**src/etr_pkg.sv**
```systemverilog
// Types and constants of the elapsed time recorder.
// Used by the divider, the core and the checker; depends on nothing.
`default_nettype none

package etr_pkg;

   localparam int RECORD_DEPTH = 64;
   localparam int PTR_W        = (RECORD_DEPTH > 1) ? $clog2(RECORD_DEPTH) : 1;
   localparam int CNT_W        = $clog2(RECORD_DEPTH + 1);
   localparam int CALC_W       = ((CNT_W > 8) ? CNT_W : 8) + 1;

   localparam int OPC_W = 3;
   localparam int NS_W  = 63;
   localparam int US_W  = 54;
   localparam int MS_W  = 44;
   localparam int OFS_W = 8;

   localparam logic [OPC_W-1:0] OP_SET_BEGIN     = 3'd0;
   localparam logic [OPC_W-1:0] OP_STORE         = 3'd1;
   localparam logic [OPC_W-1:0] OP_ADD_STORE     = 3'd2;
   localparam logic [OPC_W-1:0] OP_CLEAR_ELAPSED = 3'd3;
   localparam logic [OPC_W-1:0] OP_RECORD        = 3'd4;
   localparam logic [OPC_W-1:0] OP_CLEAR_RECORDS = 3'd5;
   localparam logic [OPC_W-1:0] OP_READ_RECORD   = 3'd6;

   localparam logic [NS_W-1:0] NS_MAX = '1;

   localparam int NS_PER_US = 1000;
   localparam int NS_PER_MS = 1000000;

   // Constant divider by reciprocal multiplication. For every 63-bit x,
   // x / 1000 equals (x * US_RECIP) >> 73 and x / 1000000 equals (x * MS_RECIP) >> 83.
   // The 63 by 64 bit products are built from four 32 by 32 bit partial products.
   localparam int DIV_HALF_W = 32;
   localparam int DIV_PROD_W = 2 * DIV_HALF_W;
   localparam int DIV_ACC_W  = DIV_PROD_W + 2;
   localparam int DIV_STEPS  = 4;
   localparam int DIV_STEP_W = $clog2(DIV_STEPS);
   localparam int US_SHIFT   = 73 - DIV_PROD_W;
   localparam int MS_SHIFT   = 83 - DIV_PROD_W;

   localparam logic [DIV_PROD_W-1:0] US_RECIP = 64'd9444732965739290428;
   localparam logic [DIV_PROD_W-1:0] MS_RECIP = 64'd9671406556917033398;

   typedef struct packed {
      logic [OPC_W-1:0] opcode;
      logic [NS_W-1:0]  now_time;
      logic [NS_W-1:0]  begin_time;
      logic             move_beginning;
      logic [OFS_W-1:0] record_offset;
   } req_type;

   typedef struct packed {
      logic [NS_W-1:0] elapsed_ns;
      logic [US_W-1:0] elapsed_us;
      logic [MS_W-1:0] elapsed_ms;
      logic [NS_W-1:0] begin_now;
      logic            record_valid;
      logic [US_W-1:0] record_value;
   } rsp_type;

   typedef struct packed {
      logic            start;
      logic [NS_W-1:0] dividend;
   } div_req_type;

   typedef struct packed {
      logic            done;
      logic [US_W-1:0] quot_us;
      logic [MS_W-1:0] quot_ms;
   } div_rsp_type;

endpackage

`default_nettype wire

```
**src/etr_div.sv**
```systemverilog
// Shared constant divider: nanoseconds to microseconds and milliseconds.
// Two reciprocal multipliers run in lockstep over four partial products; depends on etr_pkg.
`default_nettype none

module etr_div import etr_pkg::*; (
   input  wire logic        clock,
   input  wire logic        reset,
   input  wire div_req_type div_req,
   output div_rsp_type      div_rsp
);

   logic [NS_W-1:0]       num_ff, num_in;
   logic [DIV_STEP_W-1:0] step_ff, step_in;
   logic [DIV_ACC_W-1:0]  acc_us_ff, acc_us_in;
   logic [DIV_ACC_W-1:0]  acc_ms_ff, acc_ms_in;
   logic                  busy_ff, busy_in;
   logic                  done_ff, done_in;

   logic [DIV_HALF_W-1:0] num_part;
   logic [DIV_HALF_W-1:0] us_part;
   logic [DIV_HALF_W-1:0] ms_part;
   logic [DIV_PROD_W-1:0] prod_us;
   logic [DIV_PROD_W-1:0] prod_ms;
   logic [DIV_ACC_W-1:0]  base_us;
   logic [DIV_ACC_W-1:0]  base_ms;

   // Step bit 1 picks the dividend half and step bit 0 the reciprocal half.
   assign num_part = step_ff[1] ? DIV_HALF_W'(num_ff[NS_W-1:DIV_HALF_W])
                                : num_ff[DIV_HALF_W-1:0];
   assign us_part  = step_ff[0] ? US_RECIP[DIV_PROD_W-1:DIV_HALF_W]
                                : US_RECIP[DIV_HALF_W-1:0];
   assign ms_part  = step_ff[0] ? MS_RECIP[DIV_PROD_W-1:DIV_HALF_W]
                                : MS_RECIP[DIV_HALF_W-1:0];

   assign prod_us = DIV_PROD_W'(us_part) * DIV_PROD_W'(num_part);
   assign prod_ms = DIV_PROD_W'(ms_part) * DIV_PROD_W'(num_part);

   // Before a product with the upper reciprocal half is added, the running sum drops its
   // low 32 bits, so that after the last step it holds the full product above bit 63.
   assign base_us = step_ff[0] ? (acc_us_ff >> DIV_HALF_W) : acc_us_ff;
   assign base_ms = step_ff[0] ? (acc_ms_ff >> DIV_HALF_W) : acc_ms_ff;

   always_comb begin
      num_in    = num_ff;
      step_in   = step_ff;
      acc_us_in = acc_us_ff;
      acc_ms_in = acc_ms_ff;
      busy_in   = busy_ff;
      done_in   = 1'b0;
      if (div_req.start) begin
         num_in    = div_req.dividend;
         step_in   = '0;
         acc_us_in = '0;
         acc_ms_in = '0;
         busy_in   = 1'b1;
      end else if (busy_ff) begin
         acc_us_in = base_us + DIV_ACC_W'(prod_us);
         acc_ms_in = base_ms + DIV_ACC_W'(prod_ms);
         step_in   = step_ff + 1'b1;
         if (step_ff == DIV_STEP_W'(DIV_STEPS - 1)) begin
            busy_in = 1'b0;
            done_in = 1'b1;
         end
      end
   end

   always_ff @(posedge clock) begin
      if (reset) begin
         busy_ff <= 1'b0;
         done_ff <= 1'b0;
         step_ff <= '0;
      end else begin
         busy_ff <= busy_in;
         done_ff <= done_in;
         step_ff <= step_in;
      end
   end

   always_ff @(posedge clock) begin
      num_ff    <= num_in;
      acc_us_ff <= acc_us_in;
      acc_ms_ff <= acc_ms_in;
   end

   assign div_rsp.done    = done_ff;
   assign div_rsp.quot_us = acc_us_ff[US_SHIFT +: US_W];
   assign div_rsp.quot_ms = acc_ms_ff[MS_SHIFT +: MS_W];

endmodule

`default_nettype wire

```
**config.mk**
```make
export PLATFORM = sky130hd
export DESIGN_NAME = etr_div
export DESIGN_NICKNAME = d
export VERILOG_FILES = /design/src/etr_pkg.sv /design/src/etr_div.sv
export SDC_FILE = /design/constraint.sdc
export NUM_CORES = 2
export LEC_CHECK = 0
export CORE_MARGIN = 5
export CORE_UTILIZATION = 50
export DETAILED_ROUTE_END_ITERATION = 8
export DONT_BUFFER_PORTS = 1
export PLACE_DENSITY_LB_ADDON = 0.15
export SLEW_MARGIN = 20
export SYNTH_ARGS = -nofsm -noshare
export SYNTH_HDL_FRONTEND = slang
export SYNTH_SLANG_ARGS = --single-unit
```
**constraint.sdc**
```tcl
create_clock -name clock -period 19.25 [get_ports clock]
set_input_delay 3.85 -clock clock [delete_from_list [all_inputs] [get_ports clock]]
set_output_delay 3.85 -clock clock [all_outputs]
set_load 0.1 [all_outputs]
```
Yosys cells after proc, flatten, opt, wreduce, memory -nomap -nowiden
Index checks and enable logic that the tools add are counted.

Reductions and logical operators: 2. Magnitude comparators: 0. Multipliers: 2. Shift operators: 0. Add/subtract/negate cells: 3. Divide/modulo/power cells: 0. Multiplexer cells: 9. Bitwise operators: 1. Eq/ne operators: 1.

Operators with widths (count): adder 66 x 64 -> 66 bit (2); two-way mux 66 bit (2); multiplier 32 x 32 -> 64 bit (2); two-way mux 32 bit (1); two-way mux 30 bit (1); two-way mux 28 bit (1); two-way mux 1 bit (4); OR reduction 3 bit (1); adder 2 x 1 -> 2 bit, second input constant (1); equality test 2 bit, second input constant (1); OR reduction 2 bit (1); inverter 1 bit (1).

Bits in writable memories: 0. Memories: 0. Logic and storage cells: 24. Bits in latches: 0. Bits in registers: 199. Input bits: 66. Output and inout bits: 99. Bits in read-only memories: 0.

Depth between registers and ports, before layout
Depth in word-level cells: 4. Gate-level depth with buffers: 36. Gate-level depth less buffers: 34.

Worst setup path before layout
Ideal clock, no wire load.

Kind: register to register. From: reg step_ff[1]. To: reg acc_us_ff[59]. Required time: 19.133 ns. Setup time: 0.117 ns. Path buffers: 3. Setup slack: 8.819 ns. Stages on the path, launching flop included: 34. Arrival: 10.314 ns. Clock period less this slack: 10.431 ns. Path through: dfxtp_1 > clkbuf_1 > clkbuf_1 > clkbuf_1 > mux2i_1 > inv_1 > nand2_1 > fa_1 > inv_1 > fa_1 > fa_1 > inv_1 > fa_1 > inv_1 > fa_1 > inv_1 > fa_1 > inv_1 > fa_1 > inv_1 > fa_1 > inv_1 > ha_1 > a21oi_1 > o21ai_0 > a311o_1 > a21o_1 > a41oi_1 > o21ai_1 > a21boi_2 > a211oi_1 > o21a_1 > o31a_1 > a22o_1.

Longest elaborated chain between the ends: 3.

Ends and longest elaborated chain: start: declaration (RTL line etr_div.sv:13) `logic [DIV_STEP_W-1:0] step_ff, step_in;`; start signal: assignment (RTL line etr_div.sv:75) `step_ff <= step_in;`; two-way mux 32 bit (RTL line etr_div.sv:28) `assign num_part = step_ff[1] ? DIV_HALF_W'(num_ff[NS_W-1:DIV_HALF_W])`; multiplier 32 x 32 -> 64 bit (RTL line etr_div.sv:35) `assign prod_us = DIV_PROD_W'(us_part) * DIV_PROD_W'(num_part);`; adder 66 x 64 -> 66 bit (RTL line etr_div.sv:57) `acc_us_in = base_us + DIV_ACC_W'(prod_us);`; end signal: assignment (RTL line etr_div.sv:81) `acc_us_ff <= acc_us_in;`; end: declaration (RTL line etr_div.sv:14) `logic [DIV_ACC_W-1:0] acc_us_ff, acc_us_in;`.

No other way between the ends. A chain may end at the register's enable or synchronous reset.

Worst setup path after layout
From: reg step_ff[1]. To: reg acc_ms_ff[65].

Longest elaborated chain between the ends: 3.

Ends and longest elaborated chain: two-way mux 32 bit (RTL line etr_div.sv:28); multiplier 32 x 32 -> 64 bit (RTL line etr_div.sv:36) `assign prod_ms = DIV_PROD_W'(ms_part) * DIV_PROD_W'(num_part);`; adder 66 x 64 -> 66 bit (RTL line etr_div.sv:58) `acc_ms_in = base_ms + DIV_ACC_W'(prod_ms);`; end signal: assignment (RTL line etr_div.sv:82) `acc_ms_ff <= acc_ms_in;`; end: declaration (RTL line etr_div.sv:15) `logic [DIV_ACC_W-1:0] acc_ms_ff, acc_ms_in;`.

No other way between the ends.

==> summary.md <==
| Metric | Value |
|---|---|
| Status | complete, no violations |
| Worst Hold Path EP | acc_us_ff[5] |
| Max-slew violations | 0 |
| Unrepaired setup endpoints after global routing | false |
| Clock sinks | 199 |
| Worst Path Arrival | 11.83 ns |
| Area Overhead vs Synth | 3.96% |
| Crit path buf inv count | 4 |
| Routed via count | 40300 |
| Crit path max-delay cell type | fa_1 |
| Root buf cell | clkbuf_16 |
| Hold Startpoint | acc_us_ff[5] |
| Full die area | 121000 sq um |
| Reg2reg end | acc_ms_ff[65] |
| Fillers | 10800 |
| Critical Path Most Common Cell | fa_1 |
| Per-cell routed wire length | 33.6 um |
| Drt pass-1 iters | 6 |
| Hold Crit Depth | 2 |
| Die span in x | 348 um |
| Worst path top cell family by delay | adder cells |
| Final Skew | 0.0406 ns |
| Post-DP HPWL | 216 mm |
| CTS tree | built |
| Nature of the critical path endpoint | register |
| CTS Hold Bufs | 0 |
| Commonest non-fill, non-tap cell in the layout | inv_1 |
| Synth warn | 0 |
| Tmin final | 11.35 ns |
| FMAX | 88.1 MHz |
| Clock buffer depth | 2 |
| Worst path max stage delay | 1.09 ns |
| Initial antenna violation count | 6 |
| DRT antenna net count | 0 |
| Total Routed Length | 240 mm |
| FP Rows | 124 |
| Worst-path clk slew | 0.09 ns |
| DRC | 0 |
| Crit Path Category | register to register |
| Vias per inst | 5.65 |
| Worst EP required | 19.73 ns |
| CP cell instances | buf_4 > mux2i_1 > inv_1 > fa_1 > inv_1 > fa_1 > fa_1 > fa_1 > inv_1 > fa_1 > fa_1 > fa_1 > fa_1 > ha_1 > nand2_1 > nor3_1 > o2111ai_1 > a211oi_2 > o2111ai_2 > a2111oi_1 > o21ai_0 > a221o_1 > a21oi_1 |
| Worst flop-to-flop path startpoint | step_ff[1] |
| Met1 WL | 99.2 mm |
| Seq cells post-synth | 199 |
| Startpoint Class | register |
| FFs w/ async S/R, synth | 0% |
| Max transition margin | 20.1% |
| Post-route cell area | 59400 sq um |
| Die height | 348 um |
| Placed inst area | 58800 sq um |
| Largest net degree at the start of global routing | 173 |
| Final number of setup-violating endpoints | 0 |
| HP Class | register to register |
| H-Tree Depth | 4 |
| Post-synth EDFFs | 63 |
| Io pins | 165 |
| Register area share after synthesis | 8.07% |
| Cell variety after synth | 88 |
| Max capacitance violation total | 0 |
| Total track usage | 40.4% |
| Post-route setup TNS | 0 ns |
| Core footprint | 114000 sq um |
| TritonCTS Buffers | 17 |
| Synth Instances | 5678 |
| Commonest non-fill, non-tap cells in the layout | 1705 x inv_1, 1322 x fa_1, 714 x ha_1 |
| Post-CTS Setup Inserts | 0 |
| Crit Path Max Fanout | 20 |
| Worst Reg2Reg Path Length in Cells | 23 |
| Synth Flop Type | dfxtp_1 |
| Initial Util | 50.2% |
| GPL Wtd Cong | 1.10 |
| Syn Area/Cell | 10.1 sq um |
| Final nets | 7706 |
| WL met2 | 98.0 mm |
| FF-to-FF setup slack | 7.90 ns |
| Skew-Pair Late Insertion Delay | 0.58 ns |
| Post-CTS resize count | 0 |
| Met3 wire len | 28.1 mm |
| Layout cells sized above 1 | 4.33% |
| Fin. Hold Viols | 0 |
| DR top layer | met5 |
| GRT Residual Overflow | 0 |
| First-pass GRT wire length | 336 mm |
| Number of global-route vias before repair | 42500 |
| Initial DRC Count | 3906 |
| Fin crit share | 59.0% |
| Port Buffer Count | 0 |
| Cell Area, Synth | 57200 sq um |
| Worst-Margin Slew | 1.20 ns |
-- final cells by class --
type,count,area (sq um),area share [%]
antenna,6,15.0,0.0253
clock buffer,17,425,0.716
clock inverter,15,201,0.339
inverter,1707,6410,10.8
multi-input combinational,3572,45100,75.8
sequential,199,4630,7.79
tap,1512,1890,3.18
timing repair buffer,107,816,1.37
-- flip-flops by register name, indices dropped and copies added, names as in the netlist --
signal,count
done_ff,1
acc_ms_ff,66
acc_us_ff,66
num_ff,63
step_ff,2
busy_ff,1
-- worst register-to-register path, cell delays in order, from the launching register on --
cell,delay (ns)
dfxtp_4,0.76
buf_4,0.50
mux2i_1,0.80
inv_1,0.64
fa_1,1.10
inv_1,0.15
fa_1,0.54
fa_1,0.54
fa_1,0.52
inv_1,0.05
fa_1,0.55
fa_1,0.45
fa_1,0.65
fa_1,0.47
ha_1,0.59
nand2_1,0.14
nor3_1,0.43
o2111ai_1,0.53
a211oi_2,0.54
o2111ai_2,0.20
a2111oi_1,0.52
o21ai_0,0.15
a221o_1,0.32
a21oi_1,0.14
-- metal layers --
metal	vias up	global-route usage [%]
li1	16900	-
met4	8	18.4
met3	401	14.4
met5	-	0.549
met1	20900	56.4
met2	2158	56.3
-- logic make-up (layout without fill, tap and decap cells) --
logic type	after synthesis	in the layout	share of synthesized area, %
AOI/OAI and AO/OA	543	543	6.25
xor gates and xnor gates	119	119	1.82
adders and majority gates	2036	2036	61.9
buffers and inverters	1952	1846	13.5
DFF	199	199	8.07
muxes	179	179	3.23
other	2	53	0.0131
and+or+nand+nor	648	648	5.19
-- how the worst max path moves through the flow --
stage | cells past startpoint | start | to | slack [ns]
floorplan | 33 | step_ff[1] | acc_us_ff[59] | 8.82
global placement | 23 | step_ff[1] | acc_ms_ff[65] | 8.22
detailed placement | 23 | step_ff[1] | acc_ms_ff[65] | 8.18
CTS | 23 | step_ff[1] | acc_ms_ff[65] | 8.10
global route | 23 | step_ff[1] | acc_ms_ff[65] | 7.66
finish | 23 | step_ff[1] | acc_ms_ff[65] | 7.90
-- cell usage after synthesis (6+ instances only) --
master    instances  area, sq um
a211oi_1         22          165
a21boi_0          8         60.1
a21o_1          107          803
a21oi_1         164          821
a221o_1           6         60.1
a31oi_1          17          106
and2_1           11         68.8
and3_1           14         87.6
and4_1            7         61.3
buf_1            13         48.8
buf_2            11         55.1
buf_4            99          743
clkbuf_1        119          447
dfxtp_1         136         2720
edfxtp_1         63         1890
fa_1           1322        26500
ha_1            714         8930
inv_1          1705         6400
mux2_2           42          473
mux2i_1         137         1370
nand2_1         210          788
nand2b_1         10         62.6
nand3_1          37          185
nand4_1          29          181
nor2_1          220          826
nor2b_1          52          325
nor3_1           19         95.1
o21a_1           12         90.1
o21ai_0          92          460
o21ai_1          15         75.1
o21bai_1         23          173
o31ai_1           6         45.0
or2_2            18          113
or3_1             6         37.5
xnor2_1          75          657
xor2_1           44          385
-- stage by stage --
stage / utilization (%) / instances / setup WS, ns / hold slack (ns)
global route: 52.2 / 7129 / 7.66 / 0.544
detailed placement: 51.6 / 7097 / 8.18 / 0.484
global placement: 51.6 / 7097 / 8.22 / 0.470
CTS: 52.2 / 7129 / 8.10 / 0.499
floorplan: - / 5723 / 8.82 / 0.430
finish: 52.2 / 7135 / 7.90 / 0.497
Power is left out: the tool's default activity adds up to more than one toggle a clock period on the data nets, which glitch-free logic cannot reach.
